## src/rtl/core/dqs_pkg.sv

```systemverilog
// ----------------------------------------------------------------------------
// dqs_pkg
// Shared types and codes for the deque with linear search.
// ----------------------------------------------------------------------------
package dqs_pkg;

   localparam logic [2:0] CMD_PUSH_FRONT = 3'd0;
   localparam logic [2:0] CMD_PUSH_BACK  = 3'd1;
   localparam logic [2:0] CMD_POP_FRONT  = 3'd2;
   localparam logic [2:0] CMD_POP_BACK   = 3'd3;
   localparam logic [2:0] CMD_SEARCH     = 3'd4;

   localparam logic [1:0] STATUS_DONE  = 2'd0;
   localparam logic [1:0] STATUS_FULL  = 2'd1;
   localparam logic [1:0] STATUS_EMPTY = 2'd2;

   localparam int unsigned VALUE_WIDTH = 32;
   localparam int unsigned COUNT_WIDTH = 5;

   typedef struct packed {
      logic [2:0]                    command;
      logic signed [VALUE_WIDTH-1:0] value;
   } req_type;

   typedef struct packed {
      logic [1:0]             status;
      logic                   found;
      logic [COUNT_WIDTH-1:0] count;
   } rsp_type;

   typedef enum logic {
      ST_IDLE,
      ST_SCAN
   } state_type;

endpackage

```

## src/rtl/core/deque_with_search_top.sv

```systemverilog
// Push, pop, unused command codes and a search of an empty queue need no
// scan; the result is registered and shown the cycle after acceptance.
// A search reads the ring memory one entry per cycle from the front, ending
// early on the first match. One item is in work at a time. Synchronous
// reset empties the queue; the entry memory itself is not cleared.
// ----------------------------------------------------------------------------
// deque_with_search_top
// Bounded double-ended queue of signed 32-bit values in a ring memory, with
// push/pop at both ends and a linear search over the held entries.
// ----------------------------------------------------------------------------
module deque_with_search_top #(
   parameter int DEPTH = 16
) (
   input  logic             clock,
   input  logic             reset,
   input  logic             req_valid,
   output logic             req_ready,
   input  dqs_pkg::req_type req_item,
   output logic             rsp_valid,
   input  logic             rsp_ready,
   output dqs_pkg::rsp_type rsp_item
);

   localparam int IW = (DEPTH > 1) ? $clog2(DEPTH) : 1;
   localparam int CW = $clog2(DEPTH + 1);

   function automatic logic [IW-1:0] ring_next(input logic [IW-1:0] i);
      return (i == IW'(DEPTH - 1)) ? '0 : i + 1'b1;
   endfunction

   function automatic logic [IW-1:0] ring_prev(input logic [IW-1:0] i);
      return (i == '0) ? IW'(DEPTH - 1) : i - 1'b1;
   endfunction

   dqs_pkg::state_type state_ff, state_in;
   logic [IW-1:0]      front_ff, front_in;
   logic [IW-1:0]      back_ff, back_in;
   logic [CW-1:0]      count_ff, count_in;
   logic [IW-1:0]      pos_ff, pos_in;
   logic [CW-1:0]      issued_ff, issued_in;
   logic signed [dqs_pkg::VALUE_WIDTH-1:0] key_ff, key_in;
   logic               rsp_valid_ff, rsp_valid_in;
   dqs_pkg::rsp_type   rsp_ff, rsp_in;

   logic               wr_en;
   logic [IW-1:0]      wr_addr;
   logic [IW-1:0]      rd_addr;
   logic [dqs_pkg::VALUE_WIDTH-1:0] rd_data;

   logic               accept;
   logic               full;
   logic               empty;
   logic [CW+dqs_pkg::COUNT_WIDTH-1:0] count_ext;

   dqs_ram #(
      .WIDTH (dqs_pkg::VALUE_WIDTH),
      .DEPTH (DEPTH)
   ) u_entries (
      .clock   (clock),
      .wr_en   (wr_en),
      .wr_addr (wr_addr),
      .wr_data (req_item.value),
      .rd_addr (rd_addr),
      .rd_data (rd_data)
   );

   assign req_ready = (state_ff == dqs_pkg::ST_IDLE) && (!rsp_valid_ff || rsp_ready);
   assign accept    = req_valid && req_ready;
   assign full      = (count_ff == CW'(DEPTH));
   assign empty     = (count_ff == '0);
   assign rsp_valid = rsp_valid_ff;
   assign rsp_item  = rsp_ff;

   always_ff @(posedge clock) begin
      if (reset) begin
         state_ff     <= dqs_pkg::ST_IDLE;
         front_ff     <= '0;
         back_ff      <= '0;
         count_ff     <= '0;
         rsp_valid_ff <= 1'b0;
      end else begin
         state_ff     <= state_in;
         front_ff     <= front_in;
         back_ff      <= back_in;
         count_ff     <= count_in;
         rsp_valid_ff <= rsp_valid_in;
      end
      pos_ff    <= pos_in;
      issued_ff <= issued_in;
      key_ff    <= key_in;
      rsp_ff    <= rsp_in;
   end

   always_comb begin
      state_in     = state_ff;
      front_in     = front_ff;
      back_in      = back_ff;
      count_in     = count_ff;
      pos_in       = pos_ff;
      issued_in    = issued_ff;
      key_in       = key_ff;
      rsp_in       = rsp_ff;
      rsp_valid_in = rsp_valid_ff && !rsp_ready;
      wr_en        = 1'b0;
      wr_addr      = back_ff;
      rd_addr      = (state_ff == dqs_pkg::ST_SCAN) ? pos_ff : front_ff;
      count_ext    = '0;

      case (state_ff)
         dqs_pkg::ST_IDLE: begin
            if (accept) begin
               rsp_in.status = dqs_pkg::STATUS_DONE;
               rsp_in.found  = 1'b0;
               rsp_valid_in  = 1'b1;
               case (req_item.command)
                  dqs_pkg::CMD_PUSH_FRONT: begin
                     if (full) begin
                        rsp_in.status = dqs_pkg::STATUS_FULL;
                     end else begin
                        front_in = ring_prev(front_ff);
                        wr_en    = 1'b1;
                        wr_addr  = ring_prev(front_ff);
                        count_in = count_ff + 1'b1;
                     end
                  end
                  dqs_pkg::CMD_PUSH_BACK: begin
                     if (full) begin
                        rsp_in.status = dqs_pkg::STATUS_FULL;
                     end else begin
                        wr_en    = 1'b1;
                        wr_addr  = back_ff;
                        back_in  = ring_next(back_ff);
                        count_in = count_ff + 1'b1;
                     end
                  end
                  dqs_pkg::CMD_POP_FRONT: begin
                     if (empty) begin
                        rsp_in.status = dqs_pkg::STATUS_EMPTY;
                     end else begin
                        front_in = ring_next(front_ff);
                        count_in = count_ff - 1'b1;
                     end
                  end
                  dqs_pkg::CMD_POP_BACK: begin
                     if (empty) begin
                        rsp_in.status = dqs_pkg::STATUS_EMPTY;
                     end else begin
                        back_in  = ring_prev(back_ff);
                        count_in = count_ff - 1'b1;
                     end
                  end
                  dqs_pkg::CMD_SEARCH: begin
                     // front entry is being read now; walk on from the next one
                     if (!empty) begin
                        rsp_valid_in = 1'b0;
                        key_in       = req_item.value;
                        pos_in       = ring_next(front_ff);
                        issued_in    = CW'(1);
                        state_in     = dqs_pkg::ST_SCAN;
                     end
                  end
                  default: begin
                  end
               endcase
               count_ext    = {{dqs_pkg::COUNT_WIDTH{1'b0}}, count_in};
               rsp_in.count = count_ext[dqs_pkg::COUNT_WIDTH-1:0];
            end
         end
         dqs_pkg::ST_SCAN: begin
            // rd_data holds the entry of the last issued read
            if ((rd_data == key_ff) || (issued_ff == count_ff)) begin
               count_ext     = {{dqs_pkg::COUNT_WIDTH{1'b0}}, count_ff};
               rsp_in.status = dqs_pkg::STATUS_DONE;
               rsp_in.found  = (rd_data == key_ff);
               rsp_in.count  = count_ext[dqs_pkg::COUNT_WIDTH-1:0];
               rsp_valid_in  = 1'b1;
               state_in      = dqs_pkg::ST_IDLE;
            end else begin
               pos_in    = ring_next(pos_ff);
               issued_in = issued_ff + 1'b1;
            end
         end
         default: begin
            state_in = dqs_pkg::ST_IDLE;
         end
      endcase
   end

endmodule

```

## src/rtl/core/dqs_ram.sv

```systemverilog
// ----------------------------------------------------------------------------
// dqs_ram
// Generic single-clock RAM, one write port and one read port, registered read.
// ----------------------------------------------------------------------------
module dqs_ram #(
   parameter int WIDTH = 32,
   parameter int DEPTH = 16,
   localparam int AW = (DEPTH > 1) ? $clog2(DEPTH) : 1
) (
   input  logic             clock,
   input  logic             wr_en,
   input  logic [AW-1:0]    wr_addr,
   input  logic [WIDTH-1:0] wr_data,
   input  logic [AW-1:0]    rd_addr,
   output logic [WIDTH-1:0] rd_data
);

   logic [WIDTH-1:0] mem [DEPTH];
   logic [WIDTH-1:0] rd_data_ff;

   always_ff @(posedge clock) begin
      if (wr_en) begin
         mem[wr_addr] <= wr_data;
      end
      rd_data_ff <= mem[rd_addr];
   end

   assign rd_data = rd_data_ff;

endmodule
```

## config.mk

```make
export PLATFORM = sky130hd
export DESIGN_NAME = deque_with_search_top
export DESIGN_NICKNAME = d
export VERILOG_FILES = /design/src/rtl/core/dqs_pkg.sv /design/src/rtl/core/deque_with_search_top.sv /design/src/rtl/core/dqs_ram.sv
export SDC_FILE = /design/constraint.sdc
export NUM_CORES = 1
export LEC_CHECK = 0
export BUFFER_PORTS_ARGS = -buffer_cell sky130_fd_sc_hd__buf_4
export CAP_MARGIN = 10
export CORE_ASPECT_RATIO = 0.6
export CORE_MARGIN = 2
export CORE_UTILIZATION = 62
export DETAILED_ROUTE_END_ITERATION = 7
export PLACE_DENSITY_LB_ADDON = 0.05
export REMOVE_ABC_BUFFERS = 1
export SYNTH_ARGS = -nofsm -noshare
export SYNTH_HDL_FRONTEND = slang
export SYNTH_SLANG_ARGS = --single-unit
```

## constraint.sdc

```tcl
create_clock -name clock -period 4.67 [get_ports clock]
set_input_delay 0.934 -clock clock [delete_from_list [all_inputs] [get_ports clock]]
set_output_delay 0.934 -clock clock [all_outputs]
set_load 0.02 [all_outputs]
```

# Yosys cells after proc, flatten, opt, wreduce, memory -nomap -nowiden
# Memory sizes are Yosys's and may differ from the RTL's. A register that Yosys moved wholly into a read port is not among the register bits.
# Index checks and enable logic that the tools add are counted.
[totals]
rom_bits = 0
wordCells = 112
latch_bits = 0
output_inout_bits = 10
ff_bits = 64
ram_bits = 512
mem_count = 1
input_bits = 39
[classes]
add_sub_neg = 8
bitwise = 2
div_mod_pow = 0
muxes = 50
multipliers = 0
eq_ne = 19
shift = 0
n_lt_le_gt_ge = 0
n_reduce_logical = 21
[memory_table]
columns = ["name", "words", "width", "read_ports", "rd_ports_with_merged_regs", "write_ports", "line_no", "source"]
rows = [
  ["u_entries.mem", 16, 32, 1, 1, 1, "dqs_ram.sv:18", "logic [WIDTH-1:0] mem [DEPTH];"],
]
[op_table]
columns = ["cell", "count"]
rows = [
  ["$mux W4", 17],
  ["$eq A32 B32 Y1", 1],
  ["$mux W5", 6],
  ["$pmux W4 S2", 3],
  ["$pmux W5 S2", 2],
  ["$mux W8", 2],
  ["$pmux W8 S2", 1],
  ["$mux W1", 15],
  ["$ne A2 B2 Y1 const B", 7],
  ["$add A4 B1 Y4 const B", 3],
  ["$eq A4 B4 Y1 const B", 3],
  ["$add A5 B1 Y5 const B", 2],
  ["$reduce_and A5 Y1", 2],
  ["$logic_not A4 Y1", 2],
  ["$reduce_and A4 Y1", 2],
  ["$sub A4 B1 Y4 const B", 2],
  ["$eq A3 B2 Y1 const B", 2],
  ["$eq A5 B5 Y1", 1],
  ["$eq A5 B5 Y1 const B", 1],
  ["$logic_not A5 Y1", 1],
  ["$sub A5 B1 Y5 const B", 1],
  ["$ne A2 B1 Y1 const B", 2],
  ["$pmux W1 S2", 2],
  ["$pmux W2 S2", 1],
  ["other kinds (11)", 19],
]

# Depth between registers and ports, before layout
[depth]
ltp_word = 8
depth_mapped = 9
mapped_depth_nobuf = 7

# Modules after synthesis
# Synthesis repeated with hierarchy kept, for this count alone.
[hier_totals]
cells_unflattened = 1160
hier_area_um2 = 23393.7
[by_module_without_submodules]
columns = ["module", "cells_per_inst", "seq_area_each_um2", "n_inst", "area_per_inst_um2"]
rows = [
  ["dqs_ram", 838, 16015.4, 1, 19835.3],
  ["deque_with_search_top", 322, 1771.7, 1, 3558.4],
]

# Least setup slack after synthesis
# Ideal clock, no wire load.
[synth_timing]
path_kind = "input to register"
start = "in req_item[33] (netlist name)"
end = "mem u_entries.mem[3][0], enable pin"
setup_ns = 0.421
path_buffers = 1
path_slack_ns = 0.799
path_stages = 6
required_ns = 4.249
arrival_ns = 3.450
path_cell_list = "buf_2 > nor4_2 > nand4_2 > mux2_2 > nand2_1 > nor2_1"
[synth_between]
elab_chain_len = 7
elab_cells_between_ends = 11
cone_classes = "eq/ne: 1; mux: 8; reduce/logical: 2"
[synth_rtl]
columns = ["element", "line_no", "source"]
rows = [
  ["start: declaration", "deque_with_search_top.sv:18", "input dqs_pkg::req_type req_item,"],
  ["$eq A3 B1 Y1 or $logic_not A3 Y1 (tied branches)", "deque_with_search_top.sv:115", "case (req_item.command)"],
  ["$reduce_or A2 Y1 (no line)", "-", ""],
  ["$mux W1", "-", ""],
  ["$mux W1", "deque_with_search_top.sv:111", "if (accept) begin"],
  ["$mux W1", "deque_with_search_top.sv:109", "case (state_ff)"],
  ["$mux W1", "dqs_ram.sv:22", "if (wr_en) begin"],
  ["$mux W1 (not written as such)", "dqs_ram.sv:23", "mem[wr_addr] <= wr_data;"],
  ["end: declaration", "dqs_ram.sv:18", ""],
]
# Several ways; a longest one is shown, not always the timed one.

# Worst setup path after layout
[layout_timing]
start = "reg count_ff[1]"
end = "mem u_entries.mem[11][1], enable pin"
[layout_between]
elab_chain_len = 7
elab_cells_between_ends = 11
cone_classes = "eq/ne: 1; mux: 10"
[layout_rtl]
columns = ["element", "line_no", "source"]
rows = [
  ["start: declaration", "deque_with_search_top.sv:38", "logic [CW-1:0] count_ff, count_in;"],
  ["start signal: assignment", "deque_with_search_top.sv:85", "count_ff <= count_in;"],
  ["$eq A5 B5 Y1 (*)", "deque_with_search_top.sv:69", "assign full = (count_ff == CW'(DEPTH));"],
  ["$mux W1", "deque_with_search_top.sv:117, deque_with_search_top.sv:127", ""],
  ["$mux W1", "-", ""],
  ["$mux W1", "deque_with_search_top.sv:111", ""],
  ["$mux W1", "deque_with_search_top.sv:109", ""],
  ["$mux W1", "dqs_ram.sv:22", ""],
  ["$mux W1 (not written as such)", "dqs_ram.sv:23", ""],
]
# Every way passes the cells marked *; elsewhere a longest branch is shown, timed or not.

==> run metrics <==
status complete, no violations; register area share after synthesis 72.72%; top layer reached by signal wires met4; Met3 Wirelength 6.331 mm; clock transition at the registers of the reported paths 0.07 ns; first-pass GRT wire length 91.30 mm; row count 56; pre-CTS WS 0.8579 ns; placed cell areas 25,620 um2; P&R area growth vs syn 11.71%; Tot Pwr 11.10 mW; Crit-path slowest cell nor2_4; measured slew at the worst slew-check pin 1.010 ns; Clock Skews 0.02839 ns; worst-path cell chain inv_1 > ha_1 > nand4bb_1 > nand2_1 > nor3b_1 > nand2_1 > nor2_4 > buf_4; Detailed Place HPWL 36.65 mm; worst reg-to-reg path cell count 8; met1 WL 26.34 mm; Tcrit/Tclk final 72.10%; initial cell density of the core 62.79%; hold_buf cts 0; CP Capture Type register; r2r endpoint u_entries.mem[11][1]; # Post-CTS Setup Buffers 0; worst hold path endpoint back_ff[3]; Overflow after GRT 0; TritonCTS clock tree built; delay of the slowest critical-path stage 0.57 ns; final worst slack 1.303 ns; power density over cell area 406.3 nW/um2; Clock Sinks 608; Worst Hold Class register to register; minimum clock period 3.367 ns; vias in the first global route 14,370; # diodes 0; drt drc 0; Async S/R FF share, synth 0%; cell mode on critical path nand2_1; max-cap check violation count 0; most frequent cells in the layout edfxtp_1 (561), nand2_1 (444), nand3_1 (264); Pleak 9.241 nW; Hold WS 0.5923 ns; met2 WL 26.68 mm; Initial DRT Pass Iterations 5; CP Max Fanout 19; Synth Instances 1,819; setup violators final 0; crit start category register; remaining antenna violation count 0; Peak VDD IR 339.7 uV; Max Slew Vio Count 0; most common cell after layout, fill and taps aside edfxtp_1; Via density 6.310; I/O pin cnt 49; Cell variety after synth 66; EDFF count, synth 561; worst hold stages 2; layout cells sized above 1 11.37%; Setup Crit Path Kind register to register; post-layout instance area 27,330 um2; beginning of the worst hold path back_ff[3]; Yosys reg bits 608; core area 38,960 um2; Placed Instances 2,330; worst skew pair latency 0.59 ns; WP data arrival 3.63 ns; fmax 0.2970 GHz; Tot GR Track Use 30.29%; Post-synth top flop edfxtp_1; Avg Cell Area, Syn 13.45 um2; worst rel slew slack 32.05%; cell area after synthesis 24,460 um2; DR iter-0 viols 2,009; die area 41,110 um2; setup slack, reg-to-reg 1.30 ns; htree depth 2; initial antenna violation count 0; post-CTS resize count 0; fin nets 1,913; CP required 4.94 ns; CTS buffer count 53; reg2reg start count_ff[1]; # port buffers 48; Clock Path Buffers 3; Die Span Y 157.9 um; via count 15,340; Die X 260.4 um; final std cells w/o fill 2,431; routability cong. 0.8704; Synth Warn # 0; RSZ-0062 raised after global routing no; Hold Vio Cnt, Final 0; post-DR wirelength/cell 25.10 um; largest net degree at the start of global routing 131; root buffer cell clkbuf_16; drt total wl 61.02 mm
==> per-layer routing <==
layer,vias up,track usage [%]
li1,6862,-
met1,7565,46.47
met2,803,44.48
met3,110,6.020
met4,0,8.517
met5,-,0
==> cell usage after synthesis (3+ instances only) <==
master	count	area (um2)
a21oi_1	16	80.08
a221oi_1	25	219.0
a221oi_2	6	90.09
a31oi_1	38	237.7
and2_1	3	18.77
buf_1	3	11.26
buf_2	49	245.2
buf_4	13	97.59
buf_6	3	33.78
clkbuf_1	36	135.1
dfxtp_1	47	940.9
edfxtp_1	561	16850
ha_1	9	112.6
inv_1	10	37.54
mux2_2	3	33.78
mux2i_1	71	710.7
nand2_1	444	1667
nand2b_1	4	25.02
nand3_1	264	1321
nor2_1	37	138.9
nor2b_1	3	18.77
nor3_1	8	40.04
nor4_1	10	62.56
o211ai_1	3	22.52
o21ai_0	16	80.08
o221ai_1	31	271.5
o22ai_1	4	25.02
o31ai_1	3	22.52
xnor2_1	10	87.58
xor2_1	39	341.6
==> cells by family (layout without fill, tap and decap cells) <==
logic type,after synthesis,count (layout),synth area share [%]
adder cells (fa/ha/maj),9,9,0.4604
flip-flops,608,608,72.72
XOR/XNOR,49,49,1.754
buffers and inverters,118,208,2.445
multiplexers,76,76,3.161
AND/OR/NAND/NOR,790,790,14.06
AO/OA/AOI/OAI,169,169,5.402
==> where the power goes <==
| part | internal [mW] | switching, mW |
|---|---|---|
| Combinational | 0.244 | 0.517 |
| Sequential | 6.02 | 0.0501 |
| Clock | 2.35 | 1.92 |
| Total | 8.62 | 2.48 |
==> state kept, by name (all words and copies together) (netlist names), 5 cells and up <==
signal             flops
count_ff               5
issued_ff              5
key_ff                32
rsp_item               8
u_entries.mem        512
u_entries.rd_data     32
==> metrics by stage <==
step / TNS (ns) / utilization (%)
after floorplan: -60.43 / -
after global placement: 0 / 65.69
after detailed placement: 0 / 65.76
after CTS: 0 / 70.07
after global routing: 0 / 70.14
final: 0 / 70.14
==> critical path: cells and delay by family, from the launching register on <==
family / cells / cell delay [ns]
fa+ha+maj: 1 / 0.27
buf+inv: 2 / 0.52
flops: 1 / 0.52
simple gates: 5 / 1.72
==> cell type report <==
class	count	area, um2
Fill cell	2725	11630
Inverter	12	45.04
Multi-Input combinational cell	1093	6264
Tap cell	522	653.1
Timing Repair Buffer	97	898.4
Clock inverter	28	222.7
Sequential cell	608	17790
Clock buffer	71	1455
==> how the worst max path moves through the flow <==
stage | from | end | slack (ns)
after floorplan | state_ff | u_entries.rd_data[0] | -1.89
after CTS | count_ff[1] | u_entries.mem[11][1] | 1.31
after global routing | front_ff[0] | u_entries.mem[11][16] | 1.15
after detailed placement | req_item[32] | u_entries.mem[11][16] | 0.86
after global placement | req_item[32] | u_entries.mem[11][16] | 0.86
final | count_ff[1] | u_entries.mem[11][1] | 1.30
Note: power is estimated with default switching activity, not from simulation.
